--- src/arpc_pkg.sv ---
// Shared types, constants and helper functions for the ARP cache unit.
package arpc_pkg;

  localparam int unsigned IP_W       = 32;
  localparam int unsigned MAC_W      = 48;
  localparam int unsigned AGE_W      = 8;
  localparam int unsigned SLOT_W     = 5;
  localparam int unsigned EXP_W      = 6;
  localparam int unsigned OP_W       = 2;
  localparam int unsigned IN_DATA_W  = IP_W + MAC_W;
  localparam int unsigned OUT_DATA_W = 64;
  localparam int unsigned OUT_USED_W = 1 + MAC_W + SLOT_W + 1 + EXP_W;
  localparam int unsigned LFSR_W     = 16;
  localparam int unsigned MOD_STEPS  = 3;
  localparam int unsigned MSTEP_W    = 2;

  localparam logic [LFSR_W-1:0] LFSR_SEED   = 16'hACE1;
  localparam logic [LFSR_W-1:0] LFSR_MASK   = 16'hB400;
  localparam logic [AGE_W-1:0]  TIMEOUT_RST = 8'd15;
  localparam logic [AGE_W-1:0]  AGE_MAX     = 8'hFF;

  typedef enum logic [OP_W-1:0] {
    OP_LOOKUP = 2'd0,
    OP_INSERT = 2'd1,
    OP_TICK   = 2'd2,
    OP_NOP    = 2'd3
  } op_e;

  typedef struct packed {
    logic load;
    logic match;
    logic pick;
    logic mod_start;
    logic mod_step;
    logic cnt_step;
    logic commit;
  } arpc_cmd_t;

  typedef struct packed {
    op_e  op;
    logic match_any;
    logic free_any;
    logic mod_last;
    logic cnt_last;
  } arpc_stat_t;

  function automatic logic [LFSR_W-1:0] lfsr_next(input logic [LFSR_W-1:0] v);
    logic [LFSR_W-1:0] r;
    r = v >> 1;
    if (v[0]) begin
      r = r ^ LFSR_MASK;
    end
    return r;
  endfunction

  function automatic logic [3:0] popcnt8(input logic [7:0] v);
    logic [3:0] r;
    r = '0;
    for (int i = 0; i < 8; i++) begin
      r = r + {3'b000, v[i]};
    end
    return r;
  endfunction

endpackage

--- src/arpc_ram.sv ---
// Generic single-write, single-read RAM with registered read data.
module arpc_ram #(
  parameter int unsigned WIDTH = 48,
  parameter int unsigned DEPTH = 32
) (
  input  logic                     clk_i,
  input  logic                     we_i,
  input  logic [$clog2(DEPTH)-1:0] waddr_i,
  input  logic [WIDTH-1:0]         wdata_i,
  input  logic                     re_i,
  input  logic [$clog2(DEPTH)-1:0] raddr_i,
  output logic [WIDTH-1:0]         rdata_o
);

  logic [WIDTH-1:0] mem_q [DEPTH];
  logic [WIDTH-1:0] rdata_q;

  always_ff @(posedge clk_i) begin
    if (we_i) begin
      mem_q[waddr_i] <= wdata_i;
    end
    if (re_i) begin
      rdata_q <= mem_q[raddr_i];
    end
  end

  assign rdata_o = rdata_q;

endmodule

--- src/arpc_ctrl.sv ---
// Controller state machine: sequences compare, pick, modulo, count and commit.
module arpc_ctrl (
  input  logic                clk_i,
  input  logic                rst_ni,
  input  logic                s_tvalid_i,
  output logic                s_tready_o,
  output logic                m_tvalid_o,
  input  logic                m_tready_i,
  input  arpc_pkg::arpc_stat_t stat_i,
  output arpc_pkg::arpc_cmd_t  cmd_o
);
  import arpc_pkg::*;

  typedef enum logic [2:0] {
    S_IDLE,
    S_MATCH,
    S_PICK,
    S_MOD,
    S_CNT,
    S_DONE
  } state_e;

  state_e state_q, state_d;
  logic   out_valid_q;
  logic   out_free;

  assign out_free   = !out_valid_q || m_tready_i;
  assign s_tready_o = (state_q == S_IDLE);
  assign m_tvalid_o = out_valid_q;

  always_comb begin
    cmd_o   = '0;
    state_d = state_q;
    unique case (state_q)
      S_IDLE: begin
        cmd_o.load = s_tvalid_i;
        if (s_tvalid_i) begin
          state_d = S_MATCH;
        end
      end
      S_MATCH: begin
        cmd_o.match = 1'b1;
        state_d     = (stat_i.op == OP_TICK) ? S_CNT : S_PICK;
      end
      S_PICK: begin
        cmd_o.pick = 1'b1;
        if (stat_i.op == OP_INSERT && !stat_i.match_any && !stat_i.free_any) begin
          cmd_o.mod_start = 1'b1;
          state_d         = S_MOD;
        end else begin
          state_d = S_DONE;
        end
      end
      S_MOD: begin
        cmd_o.mod_step = 1'b1;
        if (stat_i.mod_last) begin
          state_d = S_DONE;
        end
      end
      S_CNT: begin
        cmd_o.cnt_step = 1'b1;
        if (stat_i.cnt_last) begin
          state_d = S_DONE;
        end
      end
      S_DONE: begin
        if (out_free) begin
          cmd_o.commit = 1'b1;
          state_d      = S_IDLE;
        end
      end
      default: begin
        state_d = S_IDLE;
      end
    endcase
  end

  always_ff @(posedge clk_i or negedge rst_ni) begin
    if (!rst_ni) begin
      state_q     <= S_IDLE;
      out_valid_q <= 1'b0;
    end else begin
      state_q <= state_d;
      if (cmd_o.commit) begin
        out_valid_q <= 1'b1;
      end else if (m_tready_i) begin
        out_valid_q <= 1'b0;
      end
    end
  end

  a_accept_to_match: assert property (@(posedge clk_i) disable iff (!rst_ni)
    (s_tvalid_i && s_tready_o) |=> (state_q == S_MATCH))
    else $error("accepted item did not start compare");

  a_mod_only_insert: assert property (@(posedge clk_i) disable iff (!rst_ni)
    (state_q == S_MOD) |-> (stat_i.op == OP_INSERT))
    else $error("replacement pick outside insert");

  a_commit_shows: assert property (@(posedge clk_i) disable iff (!rst_ni)
    cmd_o.commit |=> (out_valid_q && state_q == S_IDLE))
    else $error("commit did not present a result");

endmodule

--- src/arpc_dp.sv ---
// Datapath: entry table, parallel compare, aging, replacement pick and result register.
module arpc_dp #(
  parameter int unsigned ENTRIES = 32
) (
  input  logic                            clk_i,
  input  logic                            rst_ni,
  input  logic                            cfg_we_i,
  input  logic [arpc_pkg::AGE_W-1:0]      cfg_wdata_i,
  input  logic [arpc_pkg::IN_DATA_W-1:0]  s_tdata_i,
  input  logic [arpc_pkg::OP_W-1:0]       s_tuser_i,
  input  arpc_pkg::arpc_cmd_t             cmd_i,
  output arpc_pkg::arpc_stat_t            stat_o,
  output logic [arpc_pkg::OUT_DATA_W-1:0] m_tdata_o
);
  import arpc_pkg::*;

  localparam int unsigned SW   = $clog2(ENTRIES);
  localparam int unsigned CW   = $clog2(ENTRIES + 1);
  localparam int unsigned NGRP = (ENTRIES + 7) / 8;
  localparam int unsigned GW   = (NGRP > 1) ? $clog2(NGRP) : 1;
  localparam logic [31:0]       RECIP = 32'((64'd1 << 32) / 64'(ENTRIES));
  localparam logic [LFSR_W-1:0] ENT_L = LFSR_W'(ENTRIES);

  function automatic logic [SW-1:0] first_set(input logic [ENTRIES-1:0] v);
    logic [SW-1:0] r;
    r = '0;
    for (int k = ENTRIES - 1; k >= 0; k--) begin
      if (v[k]) begin
        r = SW'(k);
      end
    end
    return r;
  endfunction

  op_e                 op_q;
  logic [IP_W-1:0]     op_ip_q;
  logic [MAC_W-1:0]    op_mac_q;
  logic [AGE_W-1:0]    timeout_q;
  logic [LFSR_W-1:0]   lfsr_q;
  logic [ENTRIES-1:0]  valid_q;
  logic [AGE_W-1:0]    age_q [ENTRIES];
  logic [IP_W-1:0]     ip_q  [ENTRIES];
  logic [ENTRIES-1:0]  match_q, free_q;
  logic [NGRP*8-1:0]   exp_q;
  logic [GW-1:0]       grp_q;
  logic [CW-1:0]       count_q;
  logic                hit_q, repl_q;
  logic [SW-1:0]       idx_q;
  logic [LFSR_W-1:0]   sh_q;
  logic [LFSR_W-1:0]   quo_q;
  logic [LFSR_W-1:0]   diff_q;
  logic [SW-1:0]       rem_q;
  logic [MSTEP_W-1:0]  mstep_q;
  logic [OUT_DATA_W-1:0] out_q;

  logic [AGE_W-1:0]    age_inc [ENTRIES];
  logic [ENTRIES-1:0]  exp_now, match_now;
  logic [LFSR_W+31:0]  recip_prod;
  logic [LFSR_W-1:0]   quo_ent;
  logic [SW-1:0]       sel_idx, rd_idx;
  logic                tick_apply, ins_commit;
  logic [MAC_W-1:0]    ram_rdata;
  logic                r_hit, r_repl;
  logic [MAC_W-1:0]    r_mac;
  logic [SW-1:0]       r_slot;
  logic [CW-1:0]       r_cnt;
  logic [SW+SLOT_W-1:0] slot_ext;
  logic [CW+EXP_W-1:0]  cnt_ext;

  assign tick_apply = cmd_i.match && (op_q == OP_TICK);
  assign ins_commit = cmd_i.commit && (op_q == OP_INSERT);
  assign sel_idx    = repl_q ? rem_q : idx_q;
  assign rd_idx     = first_set(match_q);
  assign recip_prod = (LFSR_W + 32)'(sh_q) * (LFSR_W + 32)'(RECIP);
  assign quo_ent    = quo_q * ENT_L;

  always_comb begin
    for (int k = 0; k < ENTRIES; k++) begin
      age_inc[k]   = (age_q[k] == AGE_MAX) ? AGE_MAX : age_q[k] + 1'b1;
      exp_now[k]   = valid_q[k] && (age_inc[k] >= timeout_q);
      match_now[k] = valid_q[k] && (ip_q[k] == op_ip_q);
    end
  end

  always_ff @(posedge clk_i or negedge rst_ni) begin
    if (!rst_ni) begin
      timeout_q <= TIMEOUT_RST;
      lfsr_q    <= LFSR_SEED;
      op_q      <= OP_NOP;
    end else begin
      if (cfg_we_i) begin
        timeout_q <= cfg_wdata_i;
      end
      if (cmd_i.mod_start) begin
        lfsr_q <= lfsr_next(lfsr_q);
      end
      if (cmd_i.load) begin
        op_q <= op_e'(s_tuser_i);
      end
    end
  end

  always_ff @(posedge clk_i or negedge rst_ni) begin
    if (!rst_ni) begin
      valid_q <= '0;
      for (int k = 0; k < ENTRIES; k++) begin
        age_q[k] <= '0;
      end
    end else if (tick_apply) begin
      for (int k = 0; k < ENTRIES; k++) begin
        if (valid_q[k]) begin
          age_q[k] <= age_inc[k];
        end
        if (exp_now[k]) begin
          valid_q[k] <= 1'b0;
        end
      end
    end else if (ins_commit) begin
      age_q[sel_idx] <= '0;
      if (!hit_q) begin
        valid_q[sel_idx] <= 1'b1;
      end
    end
  end

  always_ff @(posedge clk_i) begin
    if (cmd_i.load) begin
      op_ip_q  <= s_tdata_i[IP_W-1:0];
      op_mac_q <= s_tdata_i[IN_DATA_W-1:IP_W];
    end
    if (ins_commit && !hit_q) begin
      ip_q[sel_idx] <= op_ip_q;
    end
    if (cmd_i.match) begin
      match_q <= match_now;
      free_q  <= ~valid_q;
      grp_q   <= '0;
      count_q <= '0;
    end
    if (tick_apply) begin
      exp_q <= (NGRP * 8)'(exp_now);
    end
    if (cmd_i.cnt_step) begin
      count_q <= count_q + CW'(popcnt8(exp_q[{grp_q, 3'b000} +: 8]));
      grp_q   <= grp_q + 1'b1;
    end
    if (cmd_i.pick) begin
      hit_q  <= |match_q;
      idx_q  <= (|match_q) ? rd_idx : first_set(free_q);
      repl_q <= cmd_i.mod_start;
    end
    if (cmd_i.mod_start) begin
      sh_q    <= lfsr_next(lfsr_q);
      mstep_q <= '0;
    end else if (cmd_i.mod_step) begin
      quo_q   <= recip_prod[LFSR_W+31:32];
      diff_q  <= sh_q - quo_ent;
      rem_q   <= (diff_q >= ENT_L) ? SW'(diff_q - ENT_L) : diff_q[SW-1:0];
      mstep_q <= mstep_q + 1'b1;
    end
    if (cmd_i.commit) begin
      out_q <= OUT_DATA_W'({cnt_ext[EXP_W-1:0], r_repl, slot_ext[SLOT_W-1:0], r_mac, r_hit});
    end
  end

  arpc_ram #(
    .WIDTH (MAC_W),
    .DEPTH (ENTRIES)
  ) u_mac_ram (
    .clk_i   (clk_i),
    .we_i    (ins_commit && !hit_q),
    .waddr_i (sel_idx),
    .wdata_i (op_mac_q),
    .re_i    (cmd_i.pick),
    .raddr_i (rd_idx),
    .rdata_o (ram_rdata)
  );

  always_comb begin
    r_hit  = 1'b0;
    r_mac  = '0;
    r_slot = '0;
    r_repl = 1'b0;
    r_cnt  = '0;
    case (op_q)
      OP_LOOKUP: begin
        r_hit = hit_q;
        if (hit_q) begin
          r_mac  = ram_rdata;
          r_slot = idx_q;
        end
      end
      OP_INSERT: begin
        r_hit  = hit_q;
        r_slot = sel_idx;
        r_repl = repl_q;
      end
      OP_TICK: begin
        r_cnt = count_q;
      end
      default: begin
        r_hit = 1'b0;
      end
    endcase
  end

  assign slot_ext = {{SLOT_W{1'b0}}, r_slot};
  assign cnt_ext  = {{EXP_W{1'b0}}, r_cnt};

  assign stat_o.op        = op_q;
  assign stat_o.match_any = |match_q;
  assign stat_o.free_any  = |free_q;
  assign stat_o.mod_last  = (mstep_q == MSTEP_W'(MOD_STEPS - 1));
  assign stat_o.cnt_last  = (grp_q == GW'(NGRP - 1));
  assign m_tdata_o        = out_q;

endmodule

--- src/arp_cache_table_with_aging_unit.sv ---
// ARP cache top level: fully associative IPv4-to-MAC table with aging.
// Lookup and insert: compare, then pick, then a registered result; a new item is taken only after commit.
// Replacing a valid entry on insert adds an LFSR modulo (reciprocal multiply, subtract, correct).
// Tick: ages all entries, then counts the expired ones, 8 entries a cycle.
// Reset clears valid bits and ages, seeds the LFSR with 0xACE1, timeout to 15.
module arp_cache_table_with_aging_unit #(
  parameter int unsigned ENTRIES = 32
) (
  input  logic                            clk_i,
  input  logic                            rst_ni,
  input  logic                            cfg_we_i,
  input  logic [arpc_pkg::AGE_W-1:0]      cfg_wdata_i,
  input  logic                            s_axis_tvalid_i,
  output logic                            s_axis_tready_o,
  input  logic [arpc_pkg::IN_DATA_W-1:0]  s_axis_tdata_i,  // ip_addr, mac_addr
  input  logic [arpc_pkg::OP_W-1:0]       s_axis_tuser_i,  // cmd
  output logic                            m_axis_tvalid_o,
  input  logic                            m_axis_tready_i,
  output logic [arpc_pkg::OUT_DATA_W-1:0] m_axis_tdata_o   // hit, mac_out, slot,
                                                           // replaced, expired_count
);
  import arpc_pkg::*;

  arpc_cmd_t  cmd;
  arpc_stat_t stat;

  arpc_ctrl u_ctrl (
    .clk_i      (clk_i),
    .rst_ni     (rst_ni),
    .s_tvalid_i (s_axis_tvalid_i),
    .s_tready_o (s_axis_tready_o),
    .m_tvalid_o (m_axis_tvalid_o),
    .m_tready_i (m_axis_tready_i),
    .stat_i     (stat),
    .cmd_o      (cmd)
  );

  arpc_dp #(
    .ENTRIES (ENTRIES)
  ) u_dp (
    .clk_i       (clk_i),
    .rst_ni      (rst_ni),
    .cfg_we_i    (cfg_we_i),
    .cfg_wdata_i (cfg_wdata_i),
    .s_tdata_i   (s_axis_tdata_i),
    .s_tuser_i   (s_axis_tuser_i),
    .cmd_i       (cmd),
    .stat_o      (stat),
    .m_tdata_o   (m_axis_tdata_o)
  );

endmodule
--- config.mk ---
export PLATFORM = sky130hd
export DESIGN_NAME = arp_cache_table_with_aging_unit
export DESIGN_NICKNAME = d
export VERILOG_FILES = /design/src/arpc_pkg.sv /design/src/arpc_ram.sv /design/src/arpc_ctrl.sv /design/src/arpc_dp.sv /design/src/arp_cache_table_with_aging_unit.sv
export SDC_FILE = /design/constraint.sdc
export NUM_CORES = 2
export LEC_CHECK = 0
export ABC_AREA = 1
export BUFFER_PORTS_ARGS = -buffer_cell sky130_fd_sc_hd__clkbuf_2
export CORE_MARGIN = 2
export CORE_UTILIZATION = 41
export DETAILED_ROUTE_END_ITERATION = 16
export HOLD_SLACK_MARGIN = 0.03
export PLACE_DENSITY_LB_ADDON = 0.12
export SYNTH_ARGS = -nofsm -noshare
export SYNTH_HDL_FRONTEND = slang
export SYNTH_SLANG_ARGS = --single-unit
export TNS_END_PERCENT = 5
--- constraint.sdc ---
create_clock -name clk_i -period 9.9 [get_ports clk_i]
set_clock_uncertainty 0.05 [all_clocks]
set_input_delay 1.98 -clock clk_i [delete_from_list [all_inputs] [get_ports clk_i]]
set_output_delay 1.98 -clock clk_i [all_outputs]
set_load 0.02 [all_outputs]
After elaboration in Yosys (flattened, before gate mapping)
Memory sizes are Yosys's and may differ from the RTL's. A register that Yosys moved wholly into a read port is not among the register bits.
Index checks and enable logic that the tools add are counted.
- memories kept: 2
- input port bits: 95
- register bits after elaboration: 620
- logic and storage cells: 671
- memory bits (writable): 2560
- memories (memory ; depth ; bits a word ; rd ports ; clocked after memory_dff ; write ports ; RTL line ; text):
    u_dp.u_mac_ram.mem_q ; 32 ; 48 ; 1 ; 1 ; 1 ; arpc_ram.sv:15 ; logic [WIDTH-1:0] mem_q [DEPTH];
    u_dp.ip_q ; 32 ; 32 ; 32 ; 0 ; 1 ; arpc_dp.sv:42 ; logic [IP_W-1:0] ip_q [ENTRIES];
- bitwise logic cells: 7
- $lt $le $gt $ge: 37
- mux-type cells: 198
- reductions and logical operators: 151
- shift-type cells: 1
- equality and inequality tests: 142
- add/sub/neg operators: 44
- operators by type and width (operator ; count):
    $eq 32x32->1 ; 32
    $mux 8 ; 65
    $mux 256 ; 2
    $mux 5 ; 68
    $add 8x1->8 const B ; 32
    $and 256x256->256 ; 1
    $eq 8x8->1 const B ; 32
    $ge 8x8->1 ; 32
    $not 256->256 ; 1
    $ne 2x1->1 const B ; 65
    $mux 32 ; 3
    $reduce_and 3->1 ; 32
    $logic_and 1x1->1 ; 71
    $reduce_and 2->1 ; 34
    $reduce_or 32->1 ; 2
    $mux 1 ; 44
    $demux 8 s5 ; 1
    $not 32->32 ; 1
    $or 32x32->32 ; 1
    $shiftx 32x6->8 ; 1
    $add 4x1->4 ; 6
    $mux 3 ; 6
    $pmux 3 s6 ; 1
    $ge 16x6->1 const B ; 1
    30 further kinds ; 46

Longest topological paths before layout
- word-level depth: 33
- mapped depth: 42

Cells and area by module
A second synthesis with hierarchy kept.
- cells, all modules: 12471
- area total of the unflattened synthesis: 140537.3 um2
- by module, submodules not included (module ; instances ; seq. area each (um2) ; cells an instance ; area an instance (um2)):
    arpc_dp ; 1 ; 46682.3 ; 7134 ; 76747.4
    arpc_ram ; 1 ; 47565.6 ; 5279 ; 63449.6
    arpc_ctrl ; 1 ; 100.1 ; 58 ; 340.3

Worst setup path before layout
No wires, ideal clock.
- kind: in2reg
- start point: in m_axis_tready_i
- end point: mem u_dp.ip_q[11][0], enable pin
- setup slack: 0.862 ns
- path buffers: 1
- stages: 5
- data arrival time: 8.369 ns
- cells stage by stage: nor2_1 nor3_1 nand2_1 clkbuf_1 nor3_1
- longest elaborated chain between the ends: 7
- ends and longest elaborated chain (element ; RTL line ; text):
    start: declaration ; arp_cache_table_with_aging_unit.sv:18 ; input logic m_axis_tready_i,
    $logic_or 1x1->1 ; arpc_ctrl.sv:27 ; assign out_free = !out_valid_q || m_tready_i;
    $mux 1 ; arpc_ctrl.sv:67 ; if (out_free) begin
    $mux 1 ; arpc_ctrl.sv:34 ; unique case (state_q)
    $logic_and 1x1->1 ; arpc_dp.sv:71 ; assign ins_commit = cmd_i.commit && (op_q == OP_INSERT);
    $logic_and 1x1->1 ; arpc_dp.sv:131 ; if (ins_commit && !hit_q) begin
    $mux 1 ; arpc_dp.sv:131 ;
    $mux 1 (implied by the code) ; arpc_dp.sv:132 ; ip_q[sel_idx] <= op_ip_q;
    end: declaration ; arpc_dp.sv:42 ;
No other way between the ends.

Final worst setup path
- start point: reg u_dp.match_q[30]
- end point: reg u_dp.u_mac_ram.rdata_q[44] (netlist: u_dp.u_mac_ram.rdata_o[44]) (read register of u_dp.u_mac_ram.mem_q) (data pin)
- longest elaborated chain between the ends: 31
- ends and longest elaborated chain (element ; RTL line ; text):
    start: declaration ; arpc_dp.sv:43 ; logic [ENTRIES-1:0] match_q, free_q;
    start signal: assignment ; arpc_dp.sv:135 ; match_q <= match_now;
    $mux 5 (31 in a row) ; arpc_dp.sv:28 ; if (v[k]) begin
    end: declaration ; arpc_ram.sv:16 ; logic [WIDTH-1:0] rdata_q;
No other way between the ends.
A chain may end at the register's enable or synchronous reset.

==> metrics list <==
- The kind of cell with the highest combined delay along the critical path is simple AND/OR/NAND/NOR gates.
* Routed WL per cell: 25.75 µm
* Critical-path top delay cell: sky130_fd_sc_hd__buf_12
- Number of H-tree levels: 5
- Ranked by total cell area, the synthesized netlist is headed by sky130_fd_sc_hd__edfxtp_1, sky130_fd_sc_hd__nand2_1, sky130_fd_sc_hd__nand3_1.
* Final min period: 5.561 ns
- Routed wire length: around 470000 µm
- Capture instance of the worst register-to-register path: u_dp.u_mac_ram.rdata_o[44]
- The flow ran to the end, and the final reports show no timing, DRC or antenna violations.
- At the placement stage, the worst setup path has a slack of between 4 and 5 ns.
- The region available for standard cell placement spans 350000 µm².
- Setup violators final: 0
- Chip Width: roughly 600 µm
* Startpoint types: flop
- In this run the mean area of a mapped cell was approximately 11 µm².
* Crit path max fanout: 207
- Once the clock tree was built, the setup fixing pass inserted 0 buffers.
- The most numerous cell type found on the critical path is sky130_fd_sc_hd__nand2_1.
* Maximum number of pins on one net before global-route repair: about 210
- Counting flops with a built-in enable in the synthesized netlist gives between 2000 and 3000.
* Instance count on the critical path: 40
* I/O pin cnt: between 150 and 200
- Post-Synthesis Cells: roughly 13000
- Slew Limit Headroom: 0.1136
- Largest area contributor in the synthesized netlist: sky130_fd_sc_hd__edfxtp_1
* VDD IR max: approximately 0.34 mV
- Buffers & Inverters on Critical Path: 3
- The detailed router placed just over 100k vias in this run.
- DP Cell Count: around 18000
- After clock tree synthesis, the clock-pin slew on the worst setup and hold paths is 0.07 ns.
* Netlist area before placement: 144400 µm²
- Resized Gates After CTS: 0
- Starting Density: 0.4127
- R2R depth: 40
- Buffer type at the clock tree root: sky130_fd_sc_hd__clkbuf_16
- In this run the vertical extent of the chip is roughly 600 µm.
- Final layout net count: between 10000 and 15000
- In this run, CTS created clock tree buffers numbering ~360.
* Most common cell in the synthesized netlist: sky130_fd_sc_hd__edfxtp_1
- Dividing total power by cell area gives a power density of between 200 and 300 nW/µm².
* Row cnt: around 220
* Number of pins exceeding their max-slew limit in the final report: 0
- Counting flops with an async set or reset pin after synthesis yields a share of 0.09953.
- For this run, the top clock speed supported by timing is 179.8 MHz.
- For this run, the leading register cell type out of synthesis is sky130_fd_sc_hd__edfxtp_1.
* Mean number of vias per cell: approximately 5.6
- Number of DRC violations after detailed-routing iteration 0: approximately 11000
* Unrepaired setup endpoints after global routing: no
- Following the worst setup path forward leads to its endpoint at u_dp.u_mac_ram.rdata_o[44].
- Area enclosed by the die boundary: between 300000 and 400000 µm²
* Library cells used by synthesis: 53
* Warnings, synthesis: 0
- Number of buffers inserted for hold repair after clock tree synthesis: 0
* Transition time at the pin with the least slew margin: 1.330 ns
- Count of max-cap constraint violations: 0
* Latest clock arrival within the worst-skew pair: 0.95 ns
- Vias in the first global route: approximately 99000
* Crit path DAT: between 6 and 7 ns
* Detailed Routing Iterations Pass 1: 5
* Wire length of the first global-routing pass: 679100 µm
- Yosys reg bits: 3195
* Setup crit start: u_dp.match_q[30]
- Fill cell instance count of the final layout: roughly 32000
- Max clock buf depth: 4
- The worst register-to-register path has a setup slack of between 4 and 5 ns.
- TritonCTS built the clock tree.
- Count of endpoints failing hold in the final timing report: 0
- The critical path is of the reg -> reg type.
- Number of nets still failing antenna checks after routing: 0
- The count of cells in the finished layout, fillers not included, comes to between 15000 and 20000.
* Layout Area Growth over Synthesis: 12.30%
- In the final layout, the multi-input gates occupy a little over 40000 µm².
* DRC violation count after routing: 0
- For the final routed database, the setup TNS stands at 0 ns.
- Classification of the worst-slack hold path: reg -> reg
- Fraction of the cycle the final worst path needs: 0.5617
* Final instance area: 162200 µm²
- Post-route worst setup slack: roughly 4.3 ns
- For the worst setup path, the data required time is around 11 ns.
- Fraction of layout instances using a drive strength above 1: 0.08499
- For this design the static power due to leakage is roughly 64 nW.
- Leading cell types by count after synthesis: sky130_fd_sc_hd__edfxtp_1, sky130_fd_sc_hd__nand2_1, sky130_fd_sc_hd__inv_1, sky130_fd_sc_hd__nand3_1, sky130_fd_sc_hd__nor2_1
- The initial antenna violation count came to 34.
* Fraction of the yosys area taken by sequential cells: 0.6532
- After legalization and detailed placement, the total HPWL measured ~250000 µm.
- Critical path capture point type: flop
* Maximum single-stage delay on the critical path: approximately 0.78 ns
- Origin of the critical flop-to-flop path: u_dp.match_q[30]
* Share of the synthesized area in the top cell type: 0.5977
- IO buf count: approximately 160
- Clock sink count: roughly 3200
- Routability-driven placement finished with a final weighted congestion of ~0.88.
- Final standard cell utilization of the core: 0.4635
* Sequential cell area: between 90000 and 100000 µm²
- Overall track demand over capacity in global routing: 0.2583
- Sum of overflow across all layers after global routing: 0
* Post-placement cell area: about 150000 µm²
[cells by family after synthesis]
group / share of synthesized area
AND/OR/NAND/NOR: 0.1721
other: 0.00002596
adder cells (fa/ha/maj): 0.02642
flip-flops: 0.6532
buffers and inverters: 0.06654
AO/OA/AOI/OAI: 0.06524
multiplexers: 0.00007796
XOR/XNOR: 0.01643
[placed cells by master (no fill, tap or decap), drive strengths merged, types with 246 or more instances in the layout]
cell    count
dfrtp     304
o22ai     406
nor2      572
nand3    1753
ha        297
nand3b    246
edfxtp   2875
o21ai     483
clkbuf    594
nand2    2439
buf       249
inv      1815
[state kept, by name (all words and copies together) (netlist names), 48 cells and up]
signal / flops
u_dp.age_q: 256
u_dp.ip_q: 1024
u_dp.u_mac_ram.mem_q: 1536
u_dp.op_mac_q: 48
u_dp.m_tdata_o: 61
u_dp.u_mac_ram.rdata_o: 48
[layer usage]
metal  vias to the layer above  part of all wire  global-route usage
met5                         -          0.000072                   0
met4                         6             0.031             0.07647
met3                       763             0.075             0.03318
met2                      4204              0.46              0.4160
met1                     51510              0.44              0.3655
li1                      46120                 -                   -
[area by class of cell]
cell class                 instances  share of cell area
sequential                      3195              0.5816
multi-input combinational       7567              0.2513
clock buffer                     438             0.05799
inverter                        1811             0.04214
tap                             4599             0.03547
timing repair buffer             405             0.01831
clock inverter                   221             0.01295
antenna                           14           0.0002160
[how the worst min path moves through the flow]
stage | from | to | slack (ns) | depth (start not counted)
global placement | u_dp.sh_q[4] | u_dp.diff_q[4] | 0.35 | 0
detailed placement | u_dp.sh_q[0] | u_dp.diff_q[0] | 0.35 | 0
finish | u_dp.sh_q[0] | u_dp.diff_q[0] | 0.37 | 0
floorplan | u_dp.sh_q[0] | u_dp.diff_q[0] | 0.35 | 0
CTS | u_dp.diff_q[3] | u_dp.rem_q[3] | 0.37 | 0
global route | u_dp.diff_q[3] | u_dp.rem_q[3] | 0.38 | 0
[metrics by stage]
step / hold slack (ns) / total power [mW]
floorplan: 0.3503 / 29.38
global placement: 0.3517 / 33.69
detailed placement: 0.3545 / 34.28
CTS: 0.3726 / 47.60
global route: 0.3752 / 50.73
finish: 0.3725 / 47.43
[where the power goes]
group	internal (mW)	total [mW]	leakage, nW	switching, mW
sequential	15.9	16.6	29.0	0.685
clock	7.69	13.3	5.62	5.57
combinational	5.85	17.6	29.7	11.7
total	29.4	47.4	64.3	18.0
Note: power is estimated with default switching activity, not from simulation.
